`config.mk`:
```
export PLATFORM = sky130hd
export DESIGN_NAME = first_match_event_policy
export DESIGN_NICKNAME = d
export VERILOG_FILES = /design/src/rtl/core/fmep_pkg.sv /design/src/rtl/core/fmep_ram.sv /design/src/rtl/core/fmep_match.sv /design/src/rtl/core/first_match_event_policy.sv
export SDC_FILE = /design/constraint.sdc
export NUM_CORES = 2
export LEC_CHECK = 0
export ABC_CLOCK_PERIOD_IN_PS = 33900
export BUFFER_PORTS_ARGS = -buffer_cell sky130_fd_sc_hd__clkbuf_2
export CAP_MARGIN = 0
export CORE_ASPECT_RATIO = 1.1
export CORE_UTILIZATION = 50
export CTS_BUF_LIST = sky130_fd_sc_hd__clkbuf_4 sky130_fd_sc_hd__clkbuf_8
export CTS_CLUSTER_SIZE = 12
export DETAILED_ROUTE_END_ITERATION = 8
export PLACE_DENSITY_LB_ADDON = 0.25
export SETUP_SLACK_MARGIN = 0.3
export SYNTH_ARGS = -nofsm -noshare
export SYNTH_HDL_FRONTEND = slang
export SYNTH_SLANG_ARGS = --single-unit
```
`constraint.sdc`:
```
create_clock -name clk -period 33.9 [get_ports clk]
set_clock_uncertainty 0.2 [all_clocks]
set_input_delay 6.78 -clock clk [delete_from_list [all_inputs] [get_ports clk]]
set_output_delay 6.78 -clock clk [all_outputs]
set_load 0.005 [all_outputs]
```
`src/rtl/core/fmep_pkg.sv`:
```
// ----------------------------------------------------------------------------
// fmep_pkg - shared types and constants of the first-match event policy
// Codes, field layouts of the stream words and the stored rule format.
// ----------------------------------------------------------------------------
package fmep_pkg;

	// rule table size
	localparam int MAX_RULES = 16;
	localparam int AW        = (MAX_RULES > 1) ? $clog2(MAX_RULES) : 1;
	localparam int CW        = $clog2(MAX_RULES + 1);

	// item kinds (s_tuser)
	localparam logic [1:0] KIND_DECIDE = 2'd0;
	localparam logic [1:0] KIND_ADD    = 2'd1;
	localparam logic [1:0] KIND_CLEAR  = 2'd2;

	// configuration register indexes
	localparam logic [0:0] CFG_PROFILE = 1'd0;
	localparam logic [0:0] CFG_SEALED  = 1'd1;

	// profiles
	localparam logic [1:0] PROF_TRACE  = 2'd0;
	localparam logic [1:0] PROF_AUTO   = 2'd1;
	localparam logic [1:0] PROF_EXPERT = 2'd2;

	// event codes
	localparam logic [3:0] EV_WRITE  = 4'd8;
	localparam logic [3:0] EV_IOCTL  = 4'd9;
	localparam logic [3:0] EV_SG     = 4'd10;
	localparam logic [3:0] EV_REBOOT = 4'd11;
	localparam logic [3:0] EV_ANY    = 4'd15;

	localparam logic [63:0] ANY_BOUND = '1;
	localparam logic [15:0] DEV_ANY   = 16'd0;

	// actions
	localparam logic [2:0] ACT_PASS     = 3'd0;
	localparam logic [2:0] ACT_SIMULATE = 3'd1;
	localparam logic [2:0] ACT_DENY     = 3'd2;
	localparam logic [2:0] ACT_SUPPRESS = 3'd4;

	// reason codes
	localparam logic [2:0] RSN_UNSEALED_DENY   = 3'd0;
	localparam logic [2:0] RSN_UNSEALED_REBOOT = 3'd1;
	localparam logic [2:0] RSN_UNSEALED_PASS   = 3'd2;
	localparam logic [2:0] RSN_TRACE           = 3'd3;
	localparam logic [2:0] RSN_RULE            = 3'd4;
	localparam logic [2:0] RSN_REBOOT          = 3'd5;
	localparam logic [2:0] RSN_DANGEROUS       = 3'd6;
	localparam logic [2:0] RSN_ORDINARY        = 3'd7;

	// add status
	localparam logic [1:0] ADD_OK         = 2'd0;
	localparam logic [1:0] ADD_SEALED     = 2'd1;
	localparam logic [1:0] ADD_NOT_EXPERT = 2'd2;
	localparam logic [1:0] ADD_FULL       = 2'd3;

	// input word, first field in the highest bits
	typedef struct packed {
		logic [31:0] rule_wait;
		logic [63:0] rule_ret_val;
		logic [2:0]  rule_action;
		logic [63:0] length_or_end;
		logic [63:0] offset;
		logic [15:0] device_id;
		logic        lineage_flag;
		logic [3:0]  evt_code;
	} in_word_t;

	localparam int IN_TDATA_W = $bits(in_word_t);

	// result, first field in the highest bits
	typedef struct packed {
		logic [1:0]  add_status;
		logic [2:0]  reason_code;
		logic        terminal;
		logic [31:0] hold_ms;
		logic [63:0] ret_val;
		logic [2:0]  action;
	} res_t;

	localparam int RES_W       = $bits(res_t);
	localparam int OUT_TDATA_W = ((RES_W + 7) / 8) * 8;

	// event as seen by the compare unit
	typedef struct packed {
		logic [3:0]  evt_code;
		logic        lineage_flag;
		logic [15:0] device_id;
		logic [63:0] offset;
		logic [63:0] length;
	} ev_t;

	// one stored rule
	typedef struct packed {
		logic [15:0] device;
		logic        lineage;
		logic [3:0]  rtype;
		logic [63:0] range_begin;
		logic [63:0] range_end;
		logic [2:0]  verdict;
		logic [63:0] result_value;
		logic [31:0] wait_ms;
	} rule_t;

	localparam int RULE_W = $bits(rule_t);

endpackage

```
`src/rtl/core/fmep_ram.sv`:
```
// ----------------------------------------------------------------------------
// fmep_ram - generic single-port-write, single-port-read RAM
// One write and one registered read per cycle; contents undefined at reset.
// ----------------------------------------------------------------------------
module fmep_ram #(
	parameter int WIDTH = 8,
	parameter int DEPTH = 16
) (
	input  logic                                      clk,
	input  logic                                      we,
	input  logic [((DEPTH > 1) ? $clog2(DEPTH) : 1)-1:0] waddr,
	input  logic [WIDTH-1:0]                          wdata,
	input  logic                                      re,
	input  logic [((DEPTH > 1) ? $clog2(DEPTH) : 1)-1:0] raddr,
	output logic [WIDTH-1:0]                          rdata
);

	logic [WIDTH-1:0] mem_q [DEPTH];

	// write port
	always_ff @(posedge clk) begin
		if (we) begin
			mem_q[waddr] <= wdata;
		end
	end

	// registered read port
	always_ff @(posedge clk) begin
		if (re) begin
			rdata <= mem_q[raddr];
		end
	end

endmodule

```
`src/rtl/core/fmep_match.sv`:
```
// ----------------------------------------------------------------------------
// fmep_match - rule compare unit
// Checks one stored rule against the held event: type, lineage, device and
// offset range. Shared over all rules by the scan sequencer.
// ----------------------------------------------------------------------------
module fmep_match (
	input  fmep_pkg::rule_t rule,
	input  fmep_pkg::ev_t   ev,
	output logic            hit
);

	logic type_ok;
	logic lin_ok;
	logic dev_ok;
	logic lo_ok;
	logic hi_ok;

	// field checks; all-ones bound means unbounded
	always_comb begin
		type_ok = (rule.rtype == fmep_pkg::EV_ANY) || (rule.rtype == ev.evt_code);
		lin_ok  = !rule.lineage || ev.lineage_flag;
		dev_ok  = (rule.device == fmep_pkg::DEV_ANY) || (rule.device == ev.device_id);
		lo_ok   = (rule.range_begin == fmep_pkg::ANY_BOUND) ||
			(ev.offset >= rule.range_begin);
		hi_ok   = (rule.range_end == fmep_pkg::ANY_BOUND) ||
			(ev.offset <= rule.range_end);
		hit     = type_ok && lin_ok && dev_ok && lo_ok && hi_ok;
	end

endmodule

```
`src/rtl/core/first_match_event_policy.sv`:
```
// ----------------------------------------------------------------------------
// first_match_event_policy - first-match event policy engine
// Rule table loaded by add words; decide words are answered by the policy.
// ----------------------------------------------------------------------------
// Usage:
//   s_* carries one input word per item: s_tuser is the kind (decide, add,
//   clear), s_tdata the event or rule fields. m_* returns one result word per
//   item. cfg_* writes profile (index 0) and sealed (index 1); cfg_ready is
//   always high, and writes are meant to happen while the block is idle.
// Scan:
//   a word without a rule scan passes the done state into the output register.
//   A sealed expert decide with rules stored scans the table through one
//   compare unit, one rule a cycle fed from the registered RAM read, and stops
//   at the first hit or after the last stored rule.
// Flow:
//   one item at a time: s_tready is high only in idle, so no new word is
//   taken before the last one has left the sequencer. The output register
//   lets the next word be accepted while a result waits.
// Reset:
//   arst_n clears the rule count, sets profile to auto and unseals. The rule
//   RAM is not cleared; only entries below the rule count are ever read.
// Stall:
//   while m_tready is low the result holds and a finished item waits in the
//   sequencer; no input word is taken meanwhile.
// ----------------------------------------------------------------------------
module first_match_event_policy (
	input  logic                                 clk,
	input  logic                                 arst_n,
	// input stream
	input  logic                                 s_tvalid,
	output logic                                 s_tready,
	// evt_code, lineage_flag, device_id, offset, length_or_end,
	// rule_action, rule_ret_val, rule_wait
	input  logic [fmep_pkg::IN_TDATA_W-1:0]      s_tdata,
	// kind
	input  logic [1:0]                           s_tuser,
	// result stream
	output logic                                 m_tvalid,
	input  logic                                 m_tready,
	// action, ret_val, hold_ms, terminal, reason_code, add_status, pad
	output logic [fmep_pkg::OUT_TDATA_W-1:0]     m_tdata,
	// configuration write channel
	input  logic                                 cfg_valid,
	output logic                                 cfg_ready,
	input  logic [0:0]                           cfg_index,
	input  logic [1:0]                           cfg_data
);

	typedef enum logic [1:0] {
		ST_IDLE,
		ST_SCAN,
		ST_DONE
	} state_t;

	state_t                    state_q;
	logic [1:0]                profile_q;
	logic                      sealed_q;
	logic [fmep_pkg::CW-1:0]   count_q;
	logic [fmep_pkg::CW-1:0]   rd_idx_q;
	logic                      cmp_vld_s1;
	logic                      cmp_last_s1;
	logic                      m_tvalid_q;
	fmep_pkg::ev_t             ev_q;
	fmep_pkg::res_t            pend_q;
	fmep_pkg::res_t            out_q;

	fmep_pkg::in_word_t        in_w;
	fmep_pkg::rule_t           new_rule;
	fmep_pkg::rule_t           rd_rule;
	fmep_pkg::res_t            res_now;
	logic [1:0]                add_st;
	logic                      accept;
	logic                      add_we;
	logic                      need_scan;
	logic                      issue;
	logic                      hit;
	logic                      out_free;

	// default outcome once no rule applies
	function automatic fmep_pkg::res_t dflt_res(logic [3:0] t, logic [63:0] len);
		fmep_pkg::res_t r;
		r = '0;
		if (t == fmep_pkg::EV_REBOOT) begin
			r.action      = fmep_pkg::ACT_SUPPRESS;
			r.terminal    = 1'b1;
			r.reason_code = fmep_pkg::RSN_REBOOT;
		end else if (t == fmep_pkg::EV_WRITE || t == fmep_pkg::EV_IOCTL ||
			t == fmep_pkg::EV_SG) begin
			r.action      = fmep_pkg::ACT_SIMULATE;
			r.ret_val     = (t == fmep_pkg::EV_WRITE) ? len : 64'd0;
			r.reason_code = fmep_pkg::RSN_DANGEROUS;
		end else begin
			r.action      = fmep_pkg::ACT_PASS;
			r.reason_code = fmep_pkg::RSN_ORDINARY;
		end
		return r;
	endfunction

	// outcome handed back by a matching rule
	function automatic fmep_pkg::res_t rule_res(fmep_pkg::rule_t ru);
		fmep_pkg::res_t r;
		r             = '0;
		r.action      = ru.verdict;
		r.ret_val     = ru.result_value;
		r.hold_ms     = ru.wait_ms;
		r.terminal    = (ru.verdict == fmep_pkg::ACT_SUPPRESS);
		r.reason_code = fmep_pkg::RSN_RULE;
		return r;
	endfunction

	assign in_w      = fmep_pkg::in_word_t'(s_tdata);
	assign s_tready  = (state_q == ST_IDLE);
	assign accept    = s_tvalid && s_tready;
	assign cfg_ready = 1'b1;
	assign m_tvalid  = m_tvalid_q;
	assign m_tdata   = {{(fmep_pkg::OUT_TDATA_W - fmep_pkg::RES_W){1'b0}}, out_q};
	assign out_free  = !m_tvalid_q || m_tready;
	assign issue     = (state_q == ST_SCAN) && (rd_idx_q < count_q);

	// rule word built from an add
	always_comb begin
		new_rule              = '0;
		new_rule.rtype        = in_w.evt_code;
		new_rule.lineage      = in_w.lineage_flag;
		new_rule.device       = in_w.device_id;
		new_rule.range_begin  = in_w.offset;
		new_rule.range_end    = in_w.length_or_end;
		new_rule.verdict      = in_w.rule_action;
		new_rule.result_value = in_w.rule_ret_val;
		new_rule.wait_ms      = in_w.rule_wait;
	end

	// add status and immediate outcome of the accepted word
	always_comb begin
		if (sealed_q) begin
			add_st = fmep_pkg::ADD_SEALED;
		end else if (profile_q != fmep_pkg::PROF_EXPERT) begin
			add_st = fmep_pkg::ADD_NOT_EXPERT;
		end else if (count_q >= fmep_pkg::CW'(fmep_pkg::MAX_RULES)) begin
			add_st = fmep_pkg::ADD_FULL;
		end else begin
			add_st = fmep_pkg::ADD_OK;
		end
		add_we    = accept && (s_tuser == fmep_pkg::KIND_ADD) && (add_st == fmep_pkg::ADD_OK);
		res_now   = '0;
		need_scan = 1'b0;
		unique case (s_tuser)
			fmep_pkg::KIND_ADD: begin
				res_now.add_status = add_st;
			end
			fmep_pkg::KIND_DECIDE: begin
				priority if (!sealed_q) begin
					if (in_w.evt_code == fmep_pkg::EV_WRITE ||
						in_w.evt_code == fmep_pkg::EV_IOCTL ||
						in_w.evt_code == fmep_pkg::EV_SG) begin
						res_now.action      = fmep_pkg::ACT_DENY;
						res_now.ret_val     = '1;
						res_now.reason_code = fmep_pkg::RSN_UNSEALED_DENY;
					end else if (in_w.evt_code == fmep_pkg::EV_REBOOT) begin
						res_now.action      = fmep_pkg::ACT_SUPPRESS;
						res_now.terminal    = 1'b1;
						res_now.reason_code = fmep_pkg::RSN_UNSEALED_REBOOT;
					end else begin
						res_now.reason_code = fmep_pkg::RSN_UNSEALED_PASS;
					end
				end else if (profile_q == fmep_pkg::PROF_TRACE) begin
					res_now.reason_code = fmep_pkg::RSN_TRACE;
				end else if (profile_q == fmep_pkg::PROF_EXPERT && count_q != '0) begin
					need_scan = 1'b1;
				end else begin
					res_now = dflt_res(in_w.evt_code, in_w.length_or_end);
				end
			end
			default: begin
				res_now = '0;
			end
		endcase
	end

	// rule table
	fmep_ram #(
		.WIDTH(fmep_pkg::RULE_W),
		.DEPTH(fmep_pkg::MAX_RULES)
	) u_rules (
		.clk  (clk),
		.we   (add_we),
		.waddr(count_q[fmep_pkg::AW-1:0]),
		.wdata(new_rule),
		.re   (issue),
		.raddr(rd_idx_q[fmep_pkg::AW-1:0]),
		.rdata(rd_rule)
	);

	// shared rule compare
	fmep_match u_match (
		.rule(rd_rule),
		.ev  (ev_q),
		.hit (hit)
	);

	// sequencer, configuration and output register
	always_ff @(posedge clk or negedge arst_n) begin
		if (!arst_n) begin
			state_q    <= ST_IDLE;
			profile_q  <= fmep_pkg::PROF_AUTO;
			sealed_q   <= 1'b0;
			count_q    <= '0;
			rd_idx_q   <= '0;
			cmp_vld_s1 <= 1'b0;
			m_tvalid_q <= 1'b0;
			out_q      <= '0;
		end else begin
			if (cfg_valid) begin
				unique case (cfg_index)
					fmep_pkg::CFG_PROFILE: profile_q <= cfg_data;
					fmep_pkg::CFG_SEALED:  sealed_q  <= cfg_data[0];
					default: ;
				endcase
			end
			if (state_q == ST_DONE && out_free) begin
				m_tvalid_q <= 1'b1;
				out_q      <= pend_q;
			end else if (m_tready) begin
				m_tvalid_q <= 1'b0;
			end
			unique case (state_q)
				ST_IDLE: begin
					if (accept) begin
						if (s_tuser == fmep_pkg::KIND_CLEAR) begin
							count_q <= '0;
						end else if (add_we) begin
							count_q <= count_q + 1'b1;
						end
						rd_idx_q   <= '0;
						cmp_vld_s1 <= 1'b0;
						state_q    <= need_scan ? ST_SCAN : ST_DONE;
					end
				end
				ST_SCAN: begin
					rd_idx_q   <= rd_idx_q + fmep_pkg::CW'(issue);
					cmp_vld_s1 <= issue;
					if (cmp_vld_s1 && (hit || cmp_last_s1)) begin
						state_q <= ST_DONE;
					end
				end
				ST_DONE: begin
					if (out_free) begin
						state_q <= ST_IDLE;
					end
				end
				default: state_q <= ST_IDLE;
			endcase
		end
	end

	// payload: held event and pending result
	always_ff @(posedge clk) begin
		if (accept) begin
			ev_q.evt_code     <= in_w.evt_code;
			ev_q.lineage_flag <= in_w.lineage_flag;
			ev_q.device_id    <= in_w.device_id;
			ev_q.offset       <= in_w.offset;
			ev_q.length       <= in_w.length_or_end;
			pend_q            <= res_now;
		end
		if (state_q == ST_SCAN) begin
			cmp_last_s1 <= ((rd_idx_q + 1'b1) == count_q);
			if (cmp_vld_s1) begin
				if (hit) begin
					pend_q <= rule_res(rd_rule);
				end else if (cmp_last_s1) begin
					pend_q <= dflt_res(ev_q.evt_code, ev_q.length);
				end
			end
		end
	end

`ifndef NO_ASSERTIONS
	a_terminal_matches_action: assert property (@(posedge clk) disable iff (!arst_n)
		m_tvalid_q |-> (out_q.terminal == (out_q.action == fmep_pkg::ACT_SUPPRESS)))
		else $error("terminal flag disagrees with action");

	a_count_bounded: assert property (@(posedge clk) disable iff (!arst_n)
		count_q <= fmep_pkg::CW'(fmep_pkg::MAX_RULES))
		else $error("rule count beyond table size");

	a_add_counts: assert property (@(posedge clk) disable iff (!arst_n)
		add_we |=> (count_q == $past(count_q) + 1'b1))
		else $error("accepted add did not advance rule count");

	a_scan_in_range: assert property (@(posedge clk) disable iff (!arst_n)
		(state_q == ST_SCAN) |-> ((rd_idx_q <= count_q) && (count_q != '0)))
		else $error("scan index outside rule table");
`endif

endmodule
```
* Word level (Yosys, flattened, before mapping)
Memories as Yosys holds them, arrays and structs flattened. A register that Yosys moved wholly into a read port is not among the register bits.
Index checks and enable logic that the tools add are counted.
W data, S select, Z words.
** Operators by class
- Add/sub/neg operators :: 3
- Order comparisons :: 4
- Eq/ne operators :: 24
- Multiplexer cells :: 57
- Bitwise operators :: 1
- Reduce and logical (&&, ||, !) cells :: 38
** Operators by type and width (number)
- $mux W105 :: 5
- $mux W64 :: 7
- $mux W103 :: 2
- $eq A64 B64 Y1 const B :: 2
- $mux W100 :: 1
- $mux W67 :: 1
- $ge A64 B64 Y1 :: 1
- $le A64 B64 Y1 :: 1
- $eq A4 B4 Y1 const B :: 9
- $mux W32 :: 1
- $mux W3 :: 8
- $eq A16 B16 Y1 :: 1
- $logic_not A16 Y1 :: 1
- $mux W1 :: 16
- $mux W2 :: 8
- $mux W5 :: 3
- $logic_and A1 B1 Y1 :: 11
- $logic_or A1 B1 Y1 :: 11
- $add A5 B1 Y5 const B :: 2
- $pmux W5 S2 :: 1
- $logic_not A2 Y1 :: 4
- $eq A2 B2 Y1 const B :: 3
- $pmux W2 S3 :: 1
- $reduce_and A2 Y1 :: 3
- other kinds (17) :: 24
** Word-level totals
- Register bits after elaboration :: 377
- Bits in writable memories :: 3968
- Input bits :: 258
- Output and inout port bits :: 115
- Word-level logic and storage cells :: 153
- Memories kept :: 1
** Memory list
- u_rules.mem_q :: words 16, width 248, rd ports 1, clocked after Yosys merged registers in 1, write ports 1, line fmep_ram.sv:18 : logic [WIDTH-1:0] mem_q [DEPTH];

* Logic depth before layout (Yosys ltp)
- Word-level depth :: 14
- Mapped depth :: 16
- Depth with buffers taken out :: 12

* Hierarchy
A second synthesis with hierarchy kept.
** Unflattened totals
- Cell total of the unflattened synthesis :: 8018
- Area, all modules :: 174452.3 sq um
** Modules (own cells, without submodules)
- fmep_ram :: times used 1, cells each 6471, area an instance 156387.5 sq um, sequential area each 126601.4 sq um
- first_match_event_policy :: times used 1, cells each 1026, area an instance 14282.4 sq um, sequential area each 9660.5 sq um
- fmep_match :: times used 1, cells each 521, area an instance 3782.4 sq um, sequential area each 0.0 sq um

* Worst setup path before layout
No wires, ideal clock.
- Path kind :: input-to-reg
- Start point :: input port s_tvalid
- End point :: memory u_rules.mem_q[3][0] (netlist bit), enable pin
- Library setup time :: 1159 ps
- Arrival time :: 26199 ps
- Setup slack :: 6342 ps
- Stages on the path :: 6
- Path buffers :: 0
- Cells stage by stage :: nand2_4 inv_2 nand2_1 nor3_1 nand2_1 nor3_1
** Between the ends
- Longest elaborated chain between the ends :: 5
** RTL lines
- start: declaration :: line first_match_event_policy.sv:30 : input logic s_tvalid,
- $logic_and A1 B1 Y1 :: line first_match_event_policy.sv:113 : assign accept = s_tvalid && s_tready;
- net accept :: line first_match_event_policy.sv:72 : logic accept;
- $logic_and A1 B1 Y1 (2 in a row) :: line first_match_event_policy.sv:144 : add_we = accept && (s_tuser == fmep_pkg::KIND_ADD) && (add_st == fmep_pkg::ADD_OK);
- $mux W1 :: line fmep_ram.sv:22 : if (we) begin
- $mux W1 (not written as such) :: line fmep_ram.sv:23 : mem_q[waddr] <= wdata;
- end: declaration :: line fmep_ram.sv:18
The timed path passes the listed nets, and every way through them passes these cells.

* Worst setup path after layout
- Start point :: input port s_tvalid
- End point :: memory u_rules.mem_q[10][177] (netlist bit), enable pin
Same word-level chain as after synthesis.

==> flow_summary.json <==
{
  "grt-ovfl-total": 0,
  "reg2reg_depth": 12,
  "cts_resized": 0,
  "hold_viol_final": 0,
  "cp.required_ns": 34.52,
  "whs_path_depth": 1,
  "dp_hpwl_um": 250000,
  "cellPowerDensity_nw_per_um2": 57.8,
  "synth_enable_flop_cells": 4366,
  "antenna_found_initial": 98,
  "cts-buffers-inserted": 702,
  "holdCritPathClass": "reg2reg",
  "cts.clk_slew.worst_paths_ns": 0.06,
  "gp_congestion": 0.856,
  "worst_slew_pin_slew_ns": 1.38,
  "synth_area_leaders": "edfxtp_1 (75%), mux4_2 (16%), dfrtp_1 (1.7%), dfxtp_1 (1.2%), ha_1 (1.0%)",
  "yosys_most_used_dff": "edfxtp_1",
  "drive_gt1_share_pct": 34.3,
  "rows": 227,
  "status": "complete, no violations",
  "ant_nets": 0,
  "report.final.slew_viol_count": 0,
  "wire_per_inst_um": 32.2,
  "synthCells": 7408,
  "min_period_ns": 11.53,
  "cp-end-kind": "flip-flop",
  "syn2layout_area_growth_pct": 12.4,
  "initial_core_util_pct": 50.2,
  "final_common_cell": "edfxtp_1",
  "grt_pass1_wl_um": 620000,
  "cts-root-buf": "clkbuf_8",
  "grt.total_usage_pct": 24.7,
  "worstHoldEndpoint": "pend_q[10]",
  "ir_drop_mv": 0.0391,
  "dieArea_um2": 351000,
  "setup_tns_ns": 0,
  "rr_endpoint": "u_rules.mem_q[10][177]",
  "period_share_pct": 34.0,
  "drt-total-wl_um": 433000,
  "num_io_pins": 373,
  "grt_setup_unrepaired": "false",
  "fill_cells": 25300,
  "vias_per_cell": 6.17,
  "drtPass1Iterations": 6,
  "slew_headroom_pct": 7.14,
  "startpoint_type": "primary input",
  "fmax_ghz": 0.0868,
  "r2r_slack_ns": 27.16,
  "core_area_um2": 347000,
  "rr_startpoint": "state_q[0]",
  "ys_warn_count": 0,
  "synth_cell_types": 81,
  "yosysTopAreaCell": "edfxtp_1",
  "vias": 83000,
  "clk_path_buf_depth": 4,
  "htreeDepth": 6,
  "arrival_ns": 12.15,
  "dr.first_iter.drc_count": 9205,
  "synth_area_um2": 174000,
  "grt_max_degree": 162,
  "path_max_fanout": 95,
  "final_core_utilization_pct": 56.4,
  "seq_area_frac_synth_pct": 78.1,
  "finalNetCount": 8666,
  "io_buffer_count": 364,
  "clock_latency_ns": 1.23,
  "drv_cap": 0,
  "ys_ff_latch": 4593,
  "synth_top_cell_area_share_pct": 75.1,
  "ctsHoldBuffers": 0,
  "die_w_um": 565,
  "cts_sinks": 4593,
  "die_h_um": 622,
  "critPathKind": "in2reg",
  "postCtsSetupBuffers": 0,
  "drc": 0,
  "syn_avg_cell_area_um2": 23.6,
  "finalSetupViolations": 0,
  "synthArstFlopShare_pct": 2.66,
  "cts_tree": "done",
  "leakage_uw": 0.0621,
  "mostFrequentLayoutCells": "edfxtp_1 (4,366), mux4_2 (1,240), clkbuf_8 (732)",
  "grt_pass1_vias": 85600,
  "min_from": "u_rules.rdata[39]"
}
==> metal layers <==
metal / wire (um) / up-vias / global-route usage [%] / part of all wire, %
met3: 32900 / 737 / 4.57 / 7.6
met1: 172000 / 44900 / 34.1 / 40
met5: 310 / - / 0 / 0.072
li1: - / 33600 / - / -
met2: 213000 / 3670 / 39.8 / 49
met4: 14900 / 48 / 8.64 / 3.4
==> power breakdown <==
| group | leakage, uW | internal [uW] | total [uW] | switching (uW) |
|---|---|---|---|---|
| registers | 0.0418 | 6300 | 6410 | 114 |
| clock network | 0.00740 | 2420 | 4550 | 2130 |
| logic | 0.0129 | 139 | 370 | 231 |
==> through the flow <==
stage	worst slack [ns]	cells	instance area [um2]	power (uW)	hold slack, ns
after floorplan	6.34	7414	175000	6640	0.219
after global placement	21.01	12100	182000	6880	0.240
after global routing	22.06	13400	196000	11700	0.266
after CTS	22.27	13400	196000	11400	0.233
after detailed placement	20.95	12100	182000	6900	0.234
final	22.37	13500	196000	11300	0.246
==> worst max-delay path: stages <==
cell and delay, ns:
clkbuf_2 0.18, nand2_4 0.19, inv_8 0.36, nand2_1 0.09, nor3_1 0.22, buf_4 0.22
nand2_1 0.24, nor2_4 0.78, buf_4 0.84, buf_12 0.63, buf_4 0.74, buf_4 0.68
==> cell type report <==
cell class                      count  area, um2  area share (%)
Timing Repair Buffer              517       3110            1.59
Multi-Input combinational cell   2315      36300            18.5
Sequential cell                  4593     136000            69.5
Clock buffer                     1000      12100            6.16
Clock inverter                    268       1870           0.953
Inverter                          139        529           0.270
Antenna cell                       42        105          0.0536
Tap cell                         4580       5730            2.92
==> cell usage after synthesis (all sizes together), types with 5 or more instances <==
| cell | number |
|---|---|
| dfxtp | 105 |
| inv | 138 |
| a21oi | 119 |
| a221o | 26 |
| nor2 | 79 |
| mux4 | 1240 |
| nand2b | 9 |
| nor2b | 8 |
| buf | 138 |
| nand3 | 61 |
| clkbuf | 229 |
| a221oi | 41 |
| nand4 | 70 |
| a22oi | 25 |
| nor4 | 23 |
| xor2 | 20 |
| edfxtp | 4366 |
| nand2 | 75 |
| nor3 | 16 |
| xnor2 | 9 |
| ha | 140 |
| a22o | 34 |
| dfrtp | 121 |
| a21o | 86 |
| o21ai | 24 |
| o221ai | 43 |
| a2111oi | 5 |
| mux2 | 108 |
==> how the worst max path moves through the flow <==
| stage | start | end | slack, ns |
|---|---|---|---|
| floorplan | s_tvalid | u_rules.mem_q[3][0] | 6.34 |
| global placement | s_tvalid | u_rules.mem_q[10][153] | 21.01 |
| detailed placement | s_tvalid | u_rules.mem_q[10][153] | 20.95 |
| CTS | s_tvalid | u_rules.mem_q[10][177] | 22.27 |
| global route | s_tvalid | u_rules.mem_q[10][156] | 22.06 |
| finish | s_tvalid | u_rules.mem_q[10][177] | 22.37 |
==> logic make-up (layout without fill, tap and decap cells) <==
kind of cell / count (synthesis) / count (layout) / synth area share (%)
flip-flops: 4593 / 4593 / 78.1
multiplexers: 1348 / 1348 / 16.7
buffers and inverters: 506 / 1924 / 1.17
AO/OA/AOI/OAI: 430 / 430 / 1.82
AND/OR/NAND/NOR: 360 / 360 / 1.06
adder cells (fa/ha/maj): 140 / 140 / 1.00
XOR/XNOR: 29 / 29 / 0.146
other: 2 / 50 / 0.00430
==> sequential cells by signal, indices dropped and copies added (netlist names) <==
signal / count
u_rules.mem_q: 3968
u_rules.rdata: 248
ev_q: 149
m_tdata: 105
pend_q: 105
count_q: 5
rd_idx_q: 5
profile_q: 2
state_q: 2
cmp_last_s1: 1
cmp_vld_s1: 1
m_tvalid: 1
sealed_q: 1
No activity file was read; power rests on OpenSTA's default activity.
